--- src/rtl/srs_pkg.sv ---
// Shared types, constants and register codes for the servo ramp stepper.
package srs_pkg;

   localparam int ANGLE_W     = 8;
   localparam int STEP_W      = 5;
   localparam int PWM_W       = 12;
   localparam int CHANNEL_W   = 4;
   localparam int NUM_JOINTS  = 3;
   localparam int JOINT_IDX_W = 2;

   localparam int REQ_TDATA_W = 32;
   localparam int RSP_TDATA_W = 24;

   localparam int DEF_FIRST_CHANNEL = 9;
   localparam int DEF_QUEUE_DEPTH   = 4;

   localparam int CSR_INDEX_W = 3;
   localparam logic [CSR_INDEX_W-1:0] CSR_STEP_SIZE  = 3'd0;
   localparam logic [CSR_INDEX_W-1:0] CSR_PWM_MIN    = 3'd1;
   localparam logic [CSR_INDEX_W-1:0] CSR_PWM_MAX    = 3'd2;
   localparam logic [CSR_INDEX_W-1:0] CSR_GRIP_CLOSE = 3'd3;
   localparam logic [CSR_INDEX_W-1:0] CSR_GRIP_OPEN  = 3'd4;

   localparam logic OP_LOAD = 1'b0;
   localparam logic OP_TICK = 1'b1;

   localparam logic [ANGLE_W-1:0]     ANGLE_MAX   = 8'd180;
   localparam logic [JOINT_IDX_W-1:0] GRIP_INDEX  = 2'd3;

   localparam logic [STEP_W-1:0]  RST_STEP_SIZE  = 5'd2;
   localparam logic [PWM_W-1:0]   RST_PWM_MIN    = 12'd150;
   localparam logic [PWM_W-1:0]   RST_PWM_MAX    = 12'd600;
   localparam logic [ANGLE_W-1:0] RST_GRIP_CLOSE = 8'd120;
   localparam logic [ANGLE_W-1:0] RST_GRIP_OPEN  = 8'd30;
   localparam logic [ANGLE_W-1:0] RST_GRIP_ANGLE = 8'd30;
   localparam logic [NUM_JOINTS-1:0][ANGLE_W-1:0] RST_JOINT_ANGLE = {8'd10, 8'd60, 8'd60};

   // Floor division by 180 through a scaled reciprocal, exact for magnitudes below 2^20.
   localparam int PRODUCT_W   = 21;
   localparam int MAG_W       = 20;
   localparam int RECIP_W     = 21;
   localparam int RECIP_SHIFT = 28;
   localparam logic [RECIP_W-1:0] RECIP_180      = 21'd1491309;
   localparam logic [MAG_W-1:0]   FLOOR_BIAS_180 = 20'd179;

   typedef struct packed {
      logic [STEP_W-1:0]  step_size;
      logic [PWM_W-1:0]   pwm_min;
      logic [PWM_W-1:0]   pwm_max;
      logic [ANGLE_W-1:0] grip_close_limit;
      logic [ANGLE_W-1:0] grip_open_limit;
   } cfg_type;

   typedef struct packed {
      logic [ANGLE_W-1:0]     angle;
      logic [JOINT_IDX_W-1:0] joint;
      logic                   write_valid;
      logic                   move_done;
      logic                   last;
   } entry_type;

endpackage

--- src/rtl/srs_queue.sv ---
// Small FIFO of write commands between the move sequencer and the PWM mapper.
module srs_queue import srs_pkg::*; #(
   parameter int DEPTH = DEF_QUEUE_DEPTH
) (
   input  logic      clock,
   input  logic      reset,
   input  logic      push,
   input  entry_type push_entry,
   output logic      full,
   input  logic      pop,
   output entry_type pop_entry,
   output logic      empty
);

   localparam int PTR_W = (DEPTH > 1) ? $clog2(DEPTH) : 1;
   localparam int CNT_W = $clog2(DEPTH + 1);

   entry_type        mem_ff [DEPTH];
   logic [PTR_W-1:0] wr_ptr_ff, wr_ptr_in;
   logic [PTR_W-1:0] rd_ptr_ff, rd_ptr_in;
   logic [CNT_W-1:0] count_ff, count_in;
   logic             do_push, do_pop;

   assign full      = (count_ff == CNT_W'(DEPTH));
   assign empty     = (count_ff == '0);
   assign do_push   = push && !full;
   assign do_pop    = pop && !empty;
   assign pop_entry = mem_ff[rd_ptr_ff];

   always_comb begin
      wr_ptr_in = wr_ptr_ff;
      rd_ptr_in = rd_ptr_ff;
      count_in  = count_ff;
      if (do_push) begin
         wr_ptr_in = (wr_ptr_ff == PTR_W'(DEPTH - 1)) ? '0 : wr_ptr_ff + 1'b1;
      end
      if (do_pop) begin
         rd_ptr_in = (rd_ptr_ff == PTR_W'(DEPTH - 1)) ? '0 : rd_ptr_ff + 1'b1;
      end
      if (do_push && !do_pop) begin
         count_in = count_ff + 1'b1;
      end else if (do_pop && !do_push) begin
         count_in = count_ff - 1'b1;
      end
   end

   always_ff @(posedge clock) begin
      if (reset) begin
         wr_ptr_ff <= '0;
         rd_ptr_ff <= '0;
         count_ff  <= '0;
      end else begin
         wr_ptr_ff <= wr_ptr_in;
         rd_ptr_ff <= rd_ptr_in;
         count_ff  <= count_in;
      end
   end

   always_ff @(posedge clock) begin
      if (do_push) begin
         mem_ff[wr_ptr_ff] <= push_entry;
      end
   end

endmodule

--- src/rtl/srs_front.sv ---
// Move sequencer: takes load and tick beats, steps the joints and gripper, queues writes.
module srs_front import srs_pkg::*; (
   input  logic                                 clock,
   input  logic                                 reset,
   input  cfg_type                              cfg,
   input  logic                                 req_valid,
   output logic                                 req_ready,
   input  logic                                 req_op,
   input  logic [NUM_JOINTS-1:0][ANGLE_W-1:0]   req_target,
   input  logic                                 req_grab,
   output logic                                 push,
   output entry_type                            push_entry,
   input  logic                                 queue_full
);

   localparam logic [1:0] PH_IDLE  = 2'd0;
   localparam logic [1:0] PH_JOINT = 2'd1;
   localparam logic [1:0] PH_GRIP  = 2'd2;

   logic [NUM_JOINTS-1:0][ANGLE_W-1:0] joint_angle_ff, joint_angle_in;
   logic [NUM_JOINTS-1:0][ANGLE_W-1:0] joint_target_ff, joint_target_in;
   logic [ANGLE_W-1:0] grip_angle_ff, grip_angle_in;
   logic [ANGLE_W-1:0] cursor_ff, cursor_in;
   logic               grab_mode_ff, grab_mode_in;
   logic [1:0]         phase_ff, phase_in;
   logic [NUM_JOINTS-1:0] pend_valid_ff, pend_valid_in;
   entry_type             pend_entry_ff [NUM_JOINTS];
   entry_type             pend_entry_in [NUM_JOINTS];

   logic [ANGLE_W-1:0]     step;
   logic [NUM_JOINTS-1:0]  moves;
   logic [NUM_JOINTS-1:0][ANGLE_W-1:0] stepped;
   logic [ANGLE_W-1:0]     gap;
   logic [ANGLE_W:0]       cursor_sum;
   logic [ANGLE_W-1:0]     cursor_next;
   logic [JOINT_IDX_W-1:0] sel;
   logic [NUM_JOINTS-1:0]  remaining;
   logic                   accept;
   entry_type              idle_entry;

   function automatic logic grip_done(input logic mode, input logic [ANGLE_W-1:0] c,
                                      input logic [ANGLE_W-1:0] close_lim,
                                      input logic [ANGLE_W-1:0] open_lim);
      return mode ? (c >= close_lim) : (c <= open_lim);
   endfunction

   always_comb begin
      step = (cfg.step_size == '0) ? 8'd1 : {3'b000, cfg.step_size};
      gap = '0;
      for (int i = 0; i < NUM_JOINTS; i++) begin
         gap = (joint_angle_ff[i] > joint_target_ff[i]) ?
               joint_angle_ff[i] - joint_target_ff[i] : joint_target_ff[i] - joint_angle_ff[i];
         moves[i]   = (gap >= step);
         stepped[i] = (joint_target_ff[i] < joint_angle_ff[i]) ?
                      joint_angle_ff[i] - step : joint_angle_ff[i] + step;
      end

      cursor_sum = {1'b0, cursor_ff} + {1'b0, step};
      if (grab_mode_ff) begin
         cursor_next = cursor_sum[ANGLE_W] ? '1 : cursor_sum[ANGLE_W-1:0];
      end else begin
         cursor_next = (cursor_ff < step) ? '0 : cursor_ff - step;
      end

      // Drain the lowest pending slot first so joint writes leave in joint order.
      sel = '0;
      for (int i = NUM_JOINTS - 1; i >= 0; i--) begin
         if (pend_valid_ff[i]) begin
            sel = JOINT_IDX_W'(i);
         end
      end
      push       = (pend_valid_ff != '0) && !queue_full;
      push_entry = pend_entry_ff[sel];
      remaining  = pend_valid_ff;
      if (push) begin
         remaining[sel] = 1'b0;
      end
      req_ready = (remaining == '0);
      accept    = req_valid && req_ready;

      idle_entry = '{angle: '0, joint: '0, write_valid: 1'b0, move_done: 1'b1, last: 1'b1};

      joint_angle_in  = joint_angle_ff;
      joint_target_in = joint_target_ff;
      grip_angle_in   = grip_angle_ff;
      cursor_in       = cursor_ff;
      grab_mode_in    = grab_mode_ff;
      phase_in        = phase_ff;
      pend_valid_in   = remaining;
      for (int i = 0; i < NUM_JOINTS; i++) begin
         pend_entry_in[i] = pend_entry_ff[i];
      end

      if (accept) begin
         if (req_op == OP_LOAD) begin
            for (int i = 0; i < NUM_JOINTS; i++) begin
               joint_target_in[i] = (req_target[i] > ANGLE_MAX) ? ANGLE_MAX : req_target[i];
            end
            grab_mode_in = req_grab;
            phase_in     = PH_JOINT;
         end else begin
            case (phase_ff)
               PH_JOINT: begin
                  if (moves != '0) begin
                     pend_valid_in = moves;
                     for (int i = 0; i < NUM_JOINTS; i++) begin
                        if (moves[i]) begin
                           joint_angle_in[i] = stepped[i];
                        end
                        pend_entry_in[i] = '{angle: stepped[i], joint: JOINT_IDX_W'(i),
                                             write_valid: 1'b1, move_done: 1'b0,
                                             last: ((moves >> (i + 1)) == '0)};
                     end
                  end else begin
                     cursor_in = grip_angle_ff;
                     pend_valid_in = 3'b001;
                     pend_entry_in[0] = idle_entry;
                     if (grip_done(grab_mode_ff, grip_angle_ff, cfg.grip_close_limit,
                                   cfg.grip_open_limit)) begin
                        phase_in = PH_IDLE;
                     end else begin
                        phase_in = PH_GRIP;
                        pend_entry_in[0].move_done = 1'b0;
                     end
                  end
               end
               PH_GRIP: begin
                  pend_valid_in = 3'b001;
                  if (grip_done(grab_mode_ff, cursor_ff, cfg.grip_close_limit,
                                cfg.grip_open_limit)) begin
                     phase_in = PH_IDLE;
                     pend_entry_in[0] = idle_entry;
                  end else begin
                     grip_angle_in = cursor_ff;
                     cursor_in     = cursor_next;
                     pend_entry_in[0] = '{angle: cursor_ff, joint: GRIP_INDEX,
                                          write_valid: 1'b1, move_done: 1'b0, last: 1'b1};
                     if (grip_done(grab_mode_ff, cursor_next, cfg.grip_close_limit,
                                   cfg.grip_open_limit)) begin
                        phase_in = PH_IDLE;
                        pend_entry_in[0].move_done = 1'b1;
                     end
                  end
               end
               default: begin
                  phase_in = PH_IDLE;
                  pend_valid_in = 3'b001;
                  pend_entry_in[0] = idle_entry;
               end
            endcase
         end
      end
   end

   always_ff @(posedge clock) begin
      if (reset) begin
         joint_angle_ff  <= RST_JOINT_ANGLE;
         joint_target_ff <= '0;
         grip_angle_ff   <= RST_GRIP_ANGLE;
         cursor_ff       <= '0;
         grab_mode_ff    <= 1'b0;
         phase_ff        <= PH_IDLE;
         pend_valid_ff   <= '0;
      end else begin
         joint_angle_ff  <= joint_angle_in;
         joint_target_ff <= joint_target_in;
         grip_angle_ff   <= grip_angle_in;
         cursor_ff       <= cursor_in;
         grab_mode_ff    <= grab_mode_in;
         phase_ff        <= phase_in;
         pend_valid_ff   <= pend_valid_in;
      end
   end

   always_ff @(posedge clock) begin
      for (int i = 0; i < NUM_JOINTS; i++) begin
         pend_entry_ff[i] <= pend_entry_in[i];
      end
   end

endmodule

--- src/rtl/srs_back.sv ---
// PWM mapper: turns queued angles into channel and PWM count beats, three-stage pipeline.
module srs_back import srs_pkg::*; #(
   parameter int FIRST_CHANNEL = DEF_FIRST_CHANNEL
) (
   input  logic                 clock,
   input  logic                 reset,
   input  cfg_type              cfg,
   input  logic                 queue_empty,
   input  entry_type            queue_entry,
   output logic                 pop,
   output logic                 rsp_valid,
   input  logic                 rsp_ready,
   output logic [CHANNEL_W-1:0] rsp_channel,
   output logic [PWM_W-1:0]     rsp_pwm,
   output logic                 rsp_write_valid,
   output logic                 rsp_done,
   output logic                 rsp_last
);

   logic                 advance;
   logic                 s1_valid_ff, s2_valid_ff, out_valid_ff;
   entry_type            s1_entry_ff, s2_entry_ff;
   logic [PRODUCT_W-1:0] s1_prod_ff, s1_prod_in;
   logic                 s2_neg_ff, s2_neg_in;
   logic [PWM_W-1:0]     s2_quot_ff, s2_quot_in;
   logic [CHANNEL_W-1:0] channel_ff, channel_in;
   logic [PWM_W-1:0]     pwm_ff, pwm_in;
   logic                 wv_ff, done_ff, last_ff;

   logic [ANGLE_W-1:0]             angle_sat;
   logic signed [PWM_W:0]          span;
   logic signed [PRODUCT_W:0]      prod_full;
   logic [PRODUCT_W-1:0]           prod_abs;
   logic [MAG_W-1:0]               biased;
   logic [MAG_W+RECIP_W-1:0]       quot_full;

   assign advance = !out_valid_ff || rsp_ready;
   assign pop     = advance && !queue_empty;

   always_comb begin
      // Stage 1: angle times signed PWM span.
      angle_sat  = (queue_entry.angle > ANGLE_MAX) ? ANGLE_MAX : queue_entry.angle;
      span       = $signed({1'b0, cfg.pwm_max}) - $signed({1'b0, cfg.pwm_min});
      prod_full  = $signed({1'b0, angle_sat}) * span;
      s1_prod_in = prod_full[PRODUCT_W-1:0];

      // Stage 2: floor division by 180; a negative product rounds its magnitude up.
      s2_neg_in = s1_prod_ff[PRODUCT_W-1];
      prod_abs  = s2_neg_in ? (~s1_prod_ff + 1'b1) : s1_prod_ff;
      biased    = prod_abs[MAG_W-1:0] + (s2_neg_in ? FLOOR_BIAS_180 : '0);
      quot_full = biased * RECIP_180;
      s2_quot_in = quot_full[RECIP_SHIFT +: PWM_W];

      // Stage 3: offset by the zero-degree count.
      pwm_in     = s2_neg_ff ? cfg.pwm_min - s2_quot_ff : cfg.pwm_min + s2_quot_ff;
      channel_in = CHANNEL_W'(FIRST_CHANNEL) + {{(CHANNEL_W-JOINT_IDX_W){1'b0}}, s2_entry_ff.joint};
      if (!s2_entry_ff.write_valid) begin
         pwm_in     = '0;
         channel_in = '0;
      end
   end

   always_ff @(posedge clock) begin
      if (reset) begin
         s1_valid_ff  <= 1'b0;
         s2_valid_ff  <= 1'b0;
         out_valid_ff <= 1'b0;
      end else if (advance) begin
         s1_valid_ff  <= !queue_empty;
         s2_valid_ff  <= s1_valid_ff;
         out_valid_ff <= s2_valid_ff;
      end
   end

   always_ff @(posedge clock) begin
      if (advance) begin
         s1_entry_ff <= queue_entry;
         s1_prod_ff  <= s1_prod_in;
         s2_entry_ff <= s1_entry_ff;
         s2_neg_ff   <= s2_neg_in;
         s2_quot_ff  <= s2_quot_in;
         channel_ff  <= channel_in;
         pwm_ff      <= pwm_in;
         wv_ff       <= s2_entry_ff.write_valid;
         done_ff     <= s2_entry_ff.move_done;
         last_ff     <= s2_entry_ff.last;
      end
   end

   assign rsp_valid       = out_valid_ff;
   assign rsp_channel     = channel_ff;
   assign rsp_pwm         = pwm_ff;
   assign rsp_write_valid = wv_ff;
   assign rsp_done        = done_ff;
   assign rsp_last        = last_ff;

endmodule

--- src/rtl/servo_ramp_stepper.sv ---
// Throughput: one result beat per cycle while rsp_tready is high; a tick that moves several
// joints holds the sequencer until its writes have drained into the queue, one per cycle
// while the queue is not full; a load leaves nothing pending, so the sequencer stays ready.
// Reset is synchronous and active high; it restores control state and configuration at once,
// with no clearing pass; queue storage and pipeline data registers are not reset.
module servo_ramp_stepper import srs_pkg::*; #(
   parameter int FIRST_CHANNEL = DEF_FIRST_CHANNEL,
   parameter int QUEUE_DEPTH   = DEF_QUEUE_DEPTH
) (
   input  logic                   clock,
   input  logic                   reset,
   input  logic                   req_tvalid,
   output logic                   req_tready,
   // target_base[7:0], target_shoulder[15:8], target_elbow[23:16], grab[24], zero fill
   input  logic [REQ_TDATA_W-1:0] req_tdata,
   // operation[0]
   input  logic [0:0]             req_tuser,
   output logic                   rsp_tvalid,
   input  logic                   rsp_tready,
   // channel[3:0], pwm_value[15:4], move_done[16], zero fill
   output logic [RSP_TDATA_W-1:0] rsp_tdata,
   // write_valid[0]
   output logic [0:0]             rsp_tuser,
   output logic                   rsp_tlast,
   input  logic                   csr_valid,
   output logic                   csr_ready,
   input  logic [CSR_INDEX_W-1:0] csr_index,
   input  logic [PWM_W-1:0]       csr_wdata
);

   cfg_type cfg_ff, cfg_in;

   logic [NUM_JOINTS-1:0][ANGLE_W-1:0] targets;
   logic                 push, queue_full, queue_empty, pop;
   entry_type            push_entry, pop_entry;
   logic [CHANNEL_W-1:0] channel;
   logic [PWM_W-1:0]     pwm;
   logic                 write_valid, done;

   assign csr_ready = 1'b1;

   always_comb begin
      cfg_in = cfg_ff;
      if (csr_valid) begin
         case (csr_index)
            CSR_STEP_SIZE:  cfg_in.step_size        = csr_wdata[STEP_W-1:0];
            CSR_PWM_MIN:    cfg_in.pwm_min          = csr_wdata;
            CSR_PWM_MAX:    cfg_in.pwm_max          = csr_wdata;
            CSR_GRIP_CLOSE: cfg_in.grip_close_limit = csr_wdata[ANGLE_W-1:0];
            CSR_GRIP_OPEN:  cfg_in.grip_open_limit  = csr_wdata[ANGLE_W-1:0];
            default: ;
         endcase
      end
   end

   always_ff @(posedge clock) begin
      if (reset) begin
         cfg_ff <= '{step_size: RST_STEP_SIZE, pwm_min: RST_PWM_MIN, pwm_max: RST_PWM_MAX,
                     grip_close_limit: RST_GRIP_CLOSE, grip_open_limit: RST_GRIP_OPEN};
      end else begin
         cfg_ff <= cfg_in;
      end
   end

   assign targets = req_tdata[NUM_JOINTS*ANGLE_W-1:0];

   srs_front u_front (
      .clock      (clock),
      .reset      (reset),
      .cfg        (cfg_ff),
      .req_valid  (req_tvalid),
      .req_ready  (req_tready),
      .req_op     (req_tuser[0]),
      .req_target (targets),
      .req_grab   (req_tdata[NUM_JOINTS*ANGLE_W]),
      .push       (push),
      .push_entry (push_entry),
      .queue_full (queue_full)
   );

   srs_queue #(.DEPTH(QUEUE_DEPTH)) u_queue (
      .clock      (clock),
      .reset      (reset),
      .push       (push),
      .push_entry (push_entry),
      .full       (queue_full),
      .pop        (pop),
      .pop_entry  (pop_entry),
      .empty      (queue_empty)
   );

   srs_back #(.FIRST_CHANNEL(FIRST_CHANNEL)) u_back (
      .clock           (clock),
      .reset           (reset),
      .cfg             (cfg_ff),
      .queue_empty     (queue_empty),
      .queue_entry     (pop_entry),
      .pop             (pop),
      .rsp_valid       (rsp_tvalid),
      .rsp_ready       (rsp_tready),
      .rsp_channel     (channel),
      .rsp_pwm         (pwm),
      .rsp_write_valid (write_valid),
      .rsp_done        (done),
      .rsp_last        (rsp_tlast)
   );

   assign rsp_tdata = {{(RSP_TDATA_W-CHANNEL_W-PWM_W-1){1'b0}}, done, pwm, channel};
   assign rsp_tuser = write_valid;

endmodule

--- config.mk ---
export PLATFORM = sky130hd
export DESIGN_NAME = servo_ramp_stepper
export DESIGN_NICKNAME = d
export VERILOG_FILES = /design/src/rtl/srs_pkg.sv /design/src/rtl/srs_queue.sv /design/src/rtl/srs_front.sv /design/src/rtl/srs_back.sv /design/src/rtl/servo_ramp_stepper.sv
export SDC_FILE = /design/constraint.sdc
export NUM_CORES = 1
export LEC_CHECK = 0
export ABC_AREA = 1
export BUFFER_PORTS_ARGS = -buffer_cell sky130_fd_sc_hd__buf_2
export CORE_MARGIN = 10
export CORE_UTILIZATION = 45
export CTS_BUF_LIST = sky130_fd_sc_hd__clkbuf_8
export CTS_CLUSTER_DIAMETER = 80
export DETAILED_ROUTE_END_ITERATION = 16
export PLACE_DENSITY = 0.68
export SLEW_MARGIN = 25
export SYNTH_ARGS = -nofsm -noshare
export SYNTH_HDL_FRONTEND = slang
export SYNTH_SLANG_ARGS = --single-unit
--- constraint.sdc ---
create_clock -name clock -period 18.31 [get_ports clock]
set_input_delay 3.662 -clock clock [delete_from_list [all_inputs] [get_ports clock]]
set_output_delay 3.662 -clock clock [all_outputs]
set_load 0.02 [all_outputs]
==> flow_summary.toml <==
[worst_setup_path]
criticalPathCategory = "flop to flop"
r2r_end = "u_back.s2_quot_ff[11]$_DFFE_PN_"
crit_fanout = 4
start_kind = "flop"
worst-r2r-setup-slack_ns = 9.81
cpMostUsedCell = "nand2_1"
endpoint_kind = "flop"
max_stage_delay_ns = 0.63
r2r.worst_path.cells = 35
worst_path_max_delay_cell = "xor2_1"
crit_arrival_ns = 8.88
r2r-start = "u_back.s1_prod_ff[0]$_DFFE_PN_"
critical_path_required_ns = 18.69

[synth]
async_flop_share_pct = 0
yosysSeqAreaShare_pct = 24.1
synth_cell_types = 60
ys.warnings.count = 0
synth_ff_type = "edfxtp_1"
syn_avg_cell_area_um2 = 7.95
syn_area_um2 = 28500
ys_ff_latch = 271
synthCells = 3588
synth_edf_count = 144

[drt]
wire_per_inst_um = 15.4
routed_via_density = 5.05
drc_errors = 0
vias = 22902
routed_wirelength_um = 70000
drt_iter0_drc = 1536
ant_nets = 0
drt_pass1_iterations = 7

[clock_tree]
clockBufferDepth = 3
cts_tree = "done"
path_clk_slew_ns = 0.07
post_cts_buffers = 0
cts_buffers = 48
clkSinkCount = 271
h-tree-depth = 2
clock-root-buffer = "clkbuf_8"
cts_resized = 0
ctsHoldBuffers = 0
clk_latency_ns = 0.66

[die]
fp.dieW_um = 272
core_um2 = 63000
ios = 82
start_util_pct = 45.3
die-area_um2 = 73900
die_h_um = 272
fp-row-count = 92

[worst_hold_path]
holdPathStages = 0
whs_endpoint = "u_back.s2_entry_ff[1]$_DFFE_PN_"
hp-class = "flop to flop"
hold_path_startpoint = "u_back.s1_entry_ff[1]$_DFFE_PN_"

[timing]
max-slew-margin-rel_pct = 29.5
tightest_slew_ns = 1.05
rsz0062_at_grt = "no"
slew_viol_final = 0
setup_viol = 0
clock_skew_ns = 0.0446
hold_viol = 0
finalCritPeriodShare_pct = 46.4
fmax_mhz = 118
setup-tns-final_ns = 0
fin_crit_ns = 8.50

[global_routing]
antenna_found_initial = 5
grt_pass1_wl_um = 116000
grt.total_usage_pct = 19.2
grt_pass1_vias = 22629
gr-total-overflow = 0
grt_max_degree = 68

[flow_run]
maxCapViolCount = 0

[outcome]
status = "complete, no violations"

[cells_and_area]
final_cells = 4531
layout-drive-gt1-share_pct = 5.40
layout.nets = 4317
syn_to_final_growth_pct = 7.96
num_antenna_cells = 0
layout_commonest_cell = "inv_1"
layout_common_cells = "758 x inv_1, 682 x nand2_1, 402 x ha_1"

[placed_design]
io_buffers = 66
dp_cells = 4443
gp_congestion = 0.911
hpwl_um = 57100
## kinds of logic (layout without fill, tap and decap cells)
logic type               Yosys count  after routing  share of synthesized area, %
XOR/XNOR                         111            111                          3.41
flip-flops                       271            271                          24.1
AND/OR/NAND/NOR                 1182           1182                          17.2
AO/OA/AOI/OAI                    570            570                          11.3
multiplexers                       2              2                        0.0702
adder cells (fa/ha/maj)          617            617                          32.7
buffers and inverters            833            924                          11.2
other                              2              8                        0.0263
## cell usage after synthesis, types with 3 or more instances
cell type    n  area (µm²)
inv_1      748        2810
nand2_1    682        2560
ha_1       402        5030
nor2_1     278        1040
a21oi_1    246        1230
fa_1       215        4300
o21ai_0    177         886
edfxtp_1   144        4320
dfxtp_1    127        2540
nand3_1    101         505
xor2_1      87         762
clkbuf_1    45         169
nor3_1      31         155
nand4_1     30         188
o211ai_1    26         195
a211oi_1    25         188
xnor2_1     24         210
a31oi_1     21         131
buf_2       15        75.1
nand2_2     13        81.3
o21bai_1    13        97.6
nand3b_1    12        90.1
o22ai_1     12        75.1
buf_4       11        82.6
o21a_1      10        75.1
a21o_1       8        60.1
inv_2        7        26.3
or2_2        6        37.5
a21boi_0     5        37.5
nor2_2       5        31.3
nor2_4       5        56.3
nor4_1       5        31.3
o31ai_1      5        37.5
clkinv_1     4        15.0
o2111ai_1    4        35.0
nand2_4      3        33.8
o21ai_1      3        15.0
o221ai_1     3        26.3
## worst max-delay path by stage
stage / depth (start not counted) / from / end
floorplan: 36 / u_back.s1_prod_ff[20]$_DFFE_PN_ / u_back.s2_quot_ff[11]$_DFFE_PN_
detailed placement: 35 / u_back.s1_prod_ff[1]$_DFFE_PN_ / u_back.s2_quot_ff[11]$_DFFE_PN_
global placement: 35 / u_back.s1_prod_ff[0]$_DFFE_PN_ / u_back.s2_quot_ff[11]$_DFFE_PN_
global route: 39 / u_back.s1_prod_ff[20]$_DFFE_PN_ / u_back.s2_quot_ff[11]$_DFFE_PN_
finish: 35 / u_back.s1_prod_ff[0]$_DFFE_PN_ / u_back.s2_quot_ff[11]$_DFFE_PN_
CTS: 35 / u_back.s1_prod_ff[1]$_DFFE_PN_ / u_back.s2_quot_ff[11]$_DFFE_PN_
## metrics by stage
stage,utilization [%],worst slack [ns],cell area (µm²),hold WS [ns]
finish,48.9,9.81,30800,0.416
global route,48.9,9.14,30800,0.436
CTS,48.9,9.82,30800,0.419
detailed placement,47.1,9.92,29700,0.405
global placement,47.1,9.86,29700,0.401
floorplan,-,10.85,28500,0.400
## layer usage
layer  wire length [µm]  up-vias  share of wire, %  GRT usage (%)
li1                   -    11577                 -              -
met1              31300    10704                45           24.9
met2              32900      515                47           32.7
met3               3990      104               5.7           2.99
met4               1810        2               2.6           5.12
met5                 13        -             0.019              0
## worst max-delay path, delay by kind of cell, from the launching register on
| kind | cells | cell delay, ns |
|---|---|---|
| xor gates and xnor gates | 1 | 0.63 |
| buffers and inverters | 6 | 0.44 |
| DFF | 1 | 0.44 |
| adders and majority gates | 10 | 4.38 |
| AOI/OAI and AO/OA | 9 | 1.61 |
| and+or+nand+nor | 9 | 0.72 |
## sequential cells by signal (all words and copies together) (netlist names), 4 cells and up, named ones only
register,count
u_front.grip_angle_ff,8
u_back.rsp_channel,4
cfg_ff,45
u_back.s1_prod_ff,21
u_back.rsp_pwm,12
u_back.s2_entry_ff,5
u_back.s2_quot_ff,12
u_back.s1_entry_ff,5
u_front.joint_target_ff,24
u_front.cursor_ff,8
u_front.joint_angle_ff,24
u_queue.mem_ff,52
u_front.pend_entry_ff,29
## area by class of cell
class / instances / area, µm²
flip-flops and latches: 271 / 6870
fillers: 6090 / 32200
clock inverters: 34 / 385
multi-input cells: 2490 / 18500
clock buffers: 54 / 743
well taps: 846 / 1060
inverters: 759 / 2850
repair buffers: 77 / 413
Power is not shown: default switching activity piles up to over one toggle a cycle in this logic, so the estimate is an artifact.
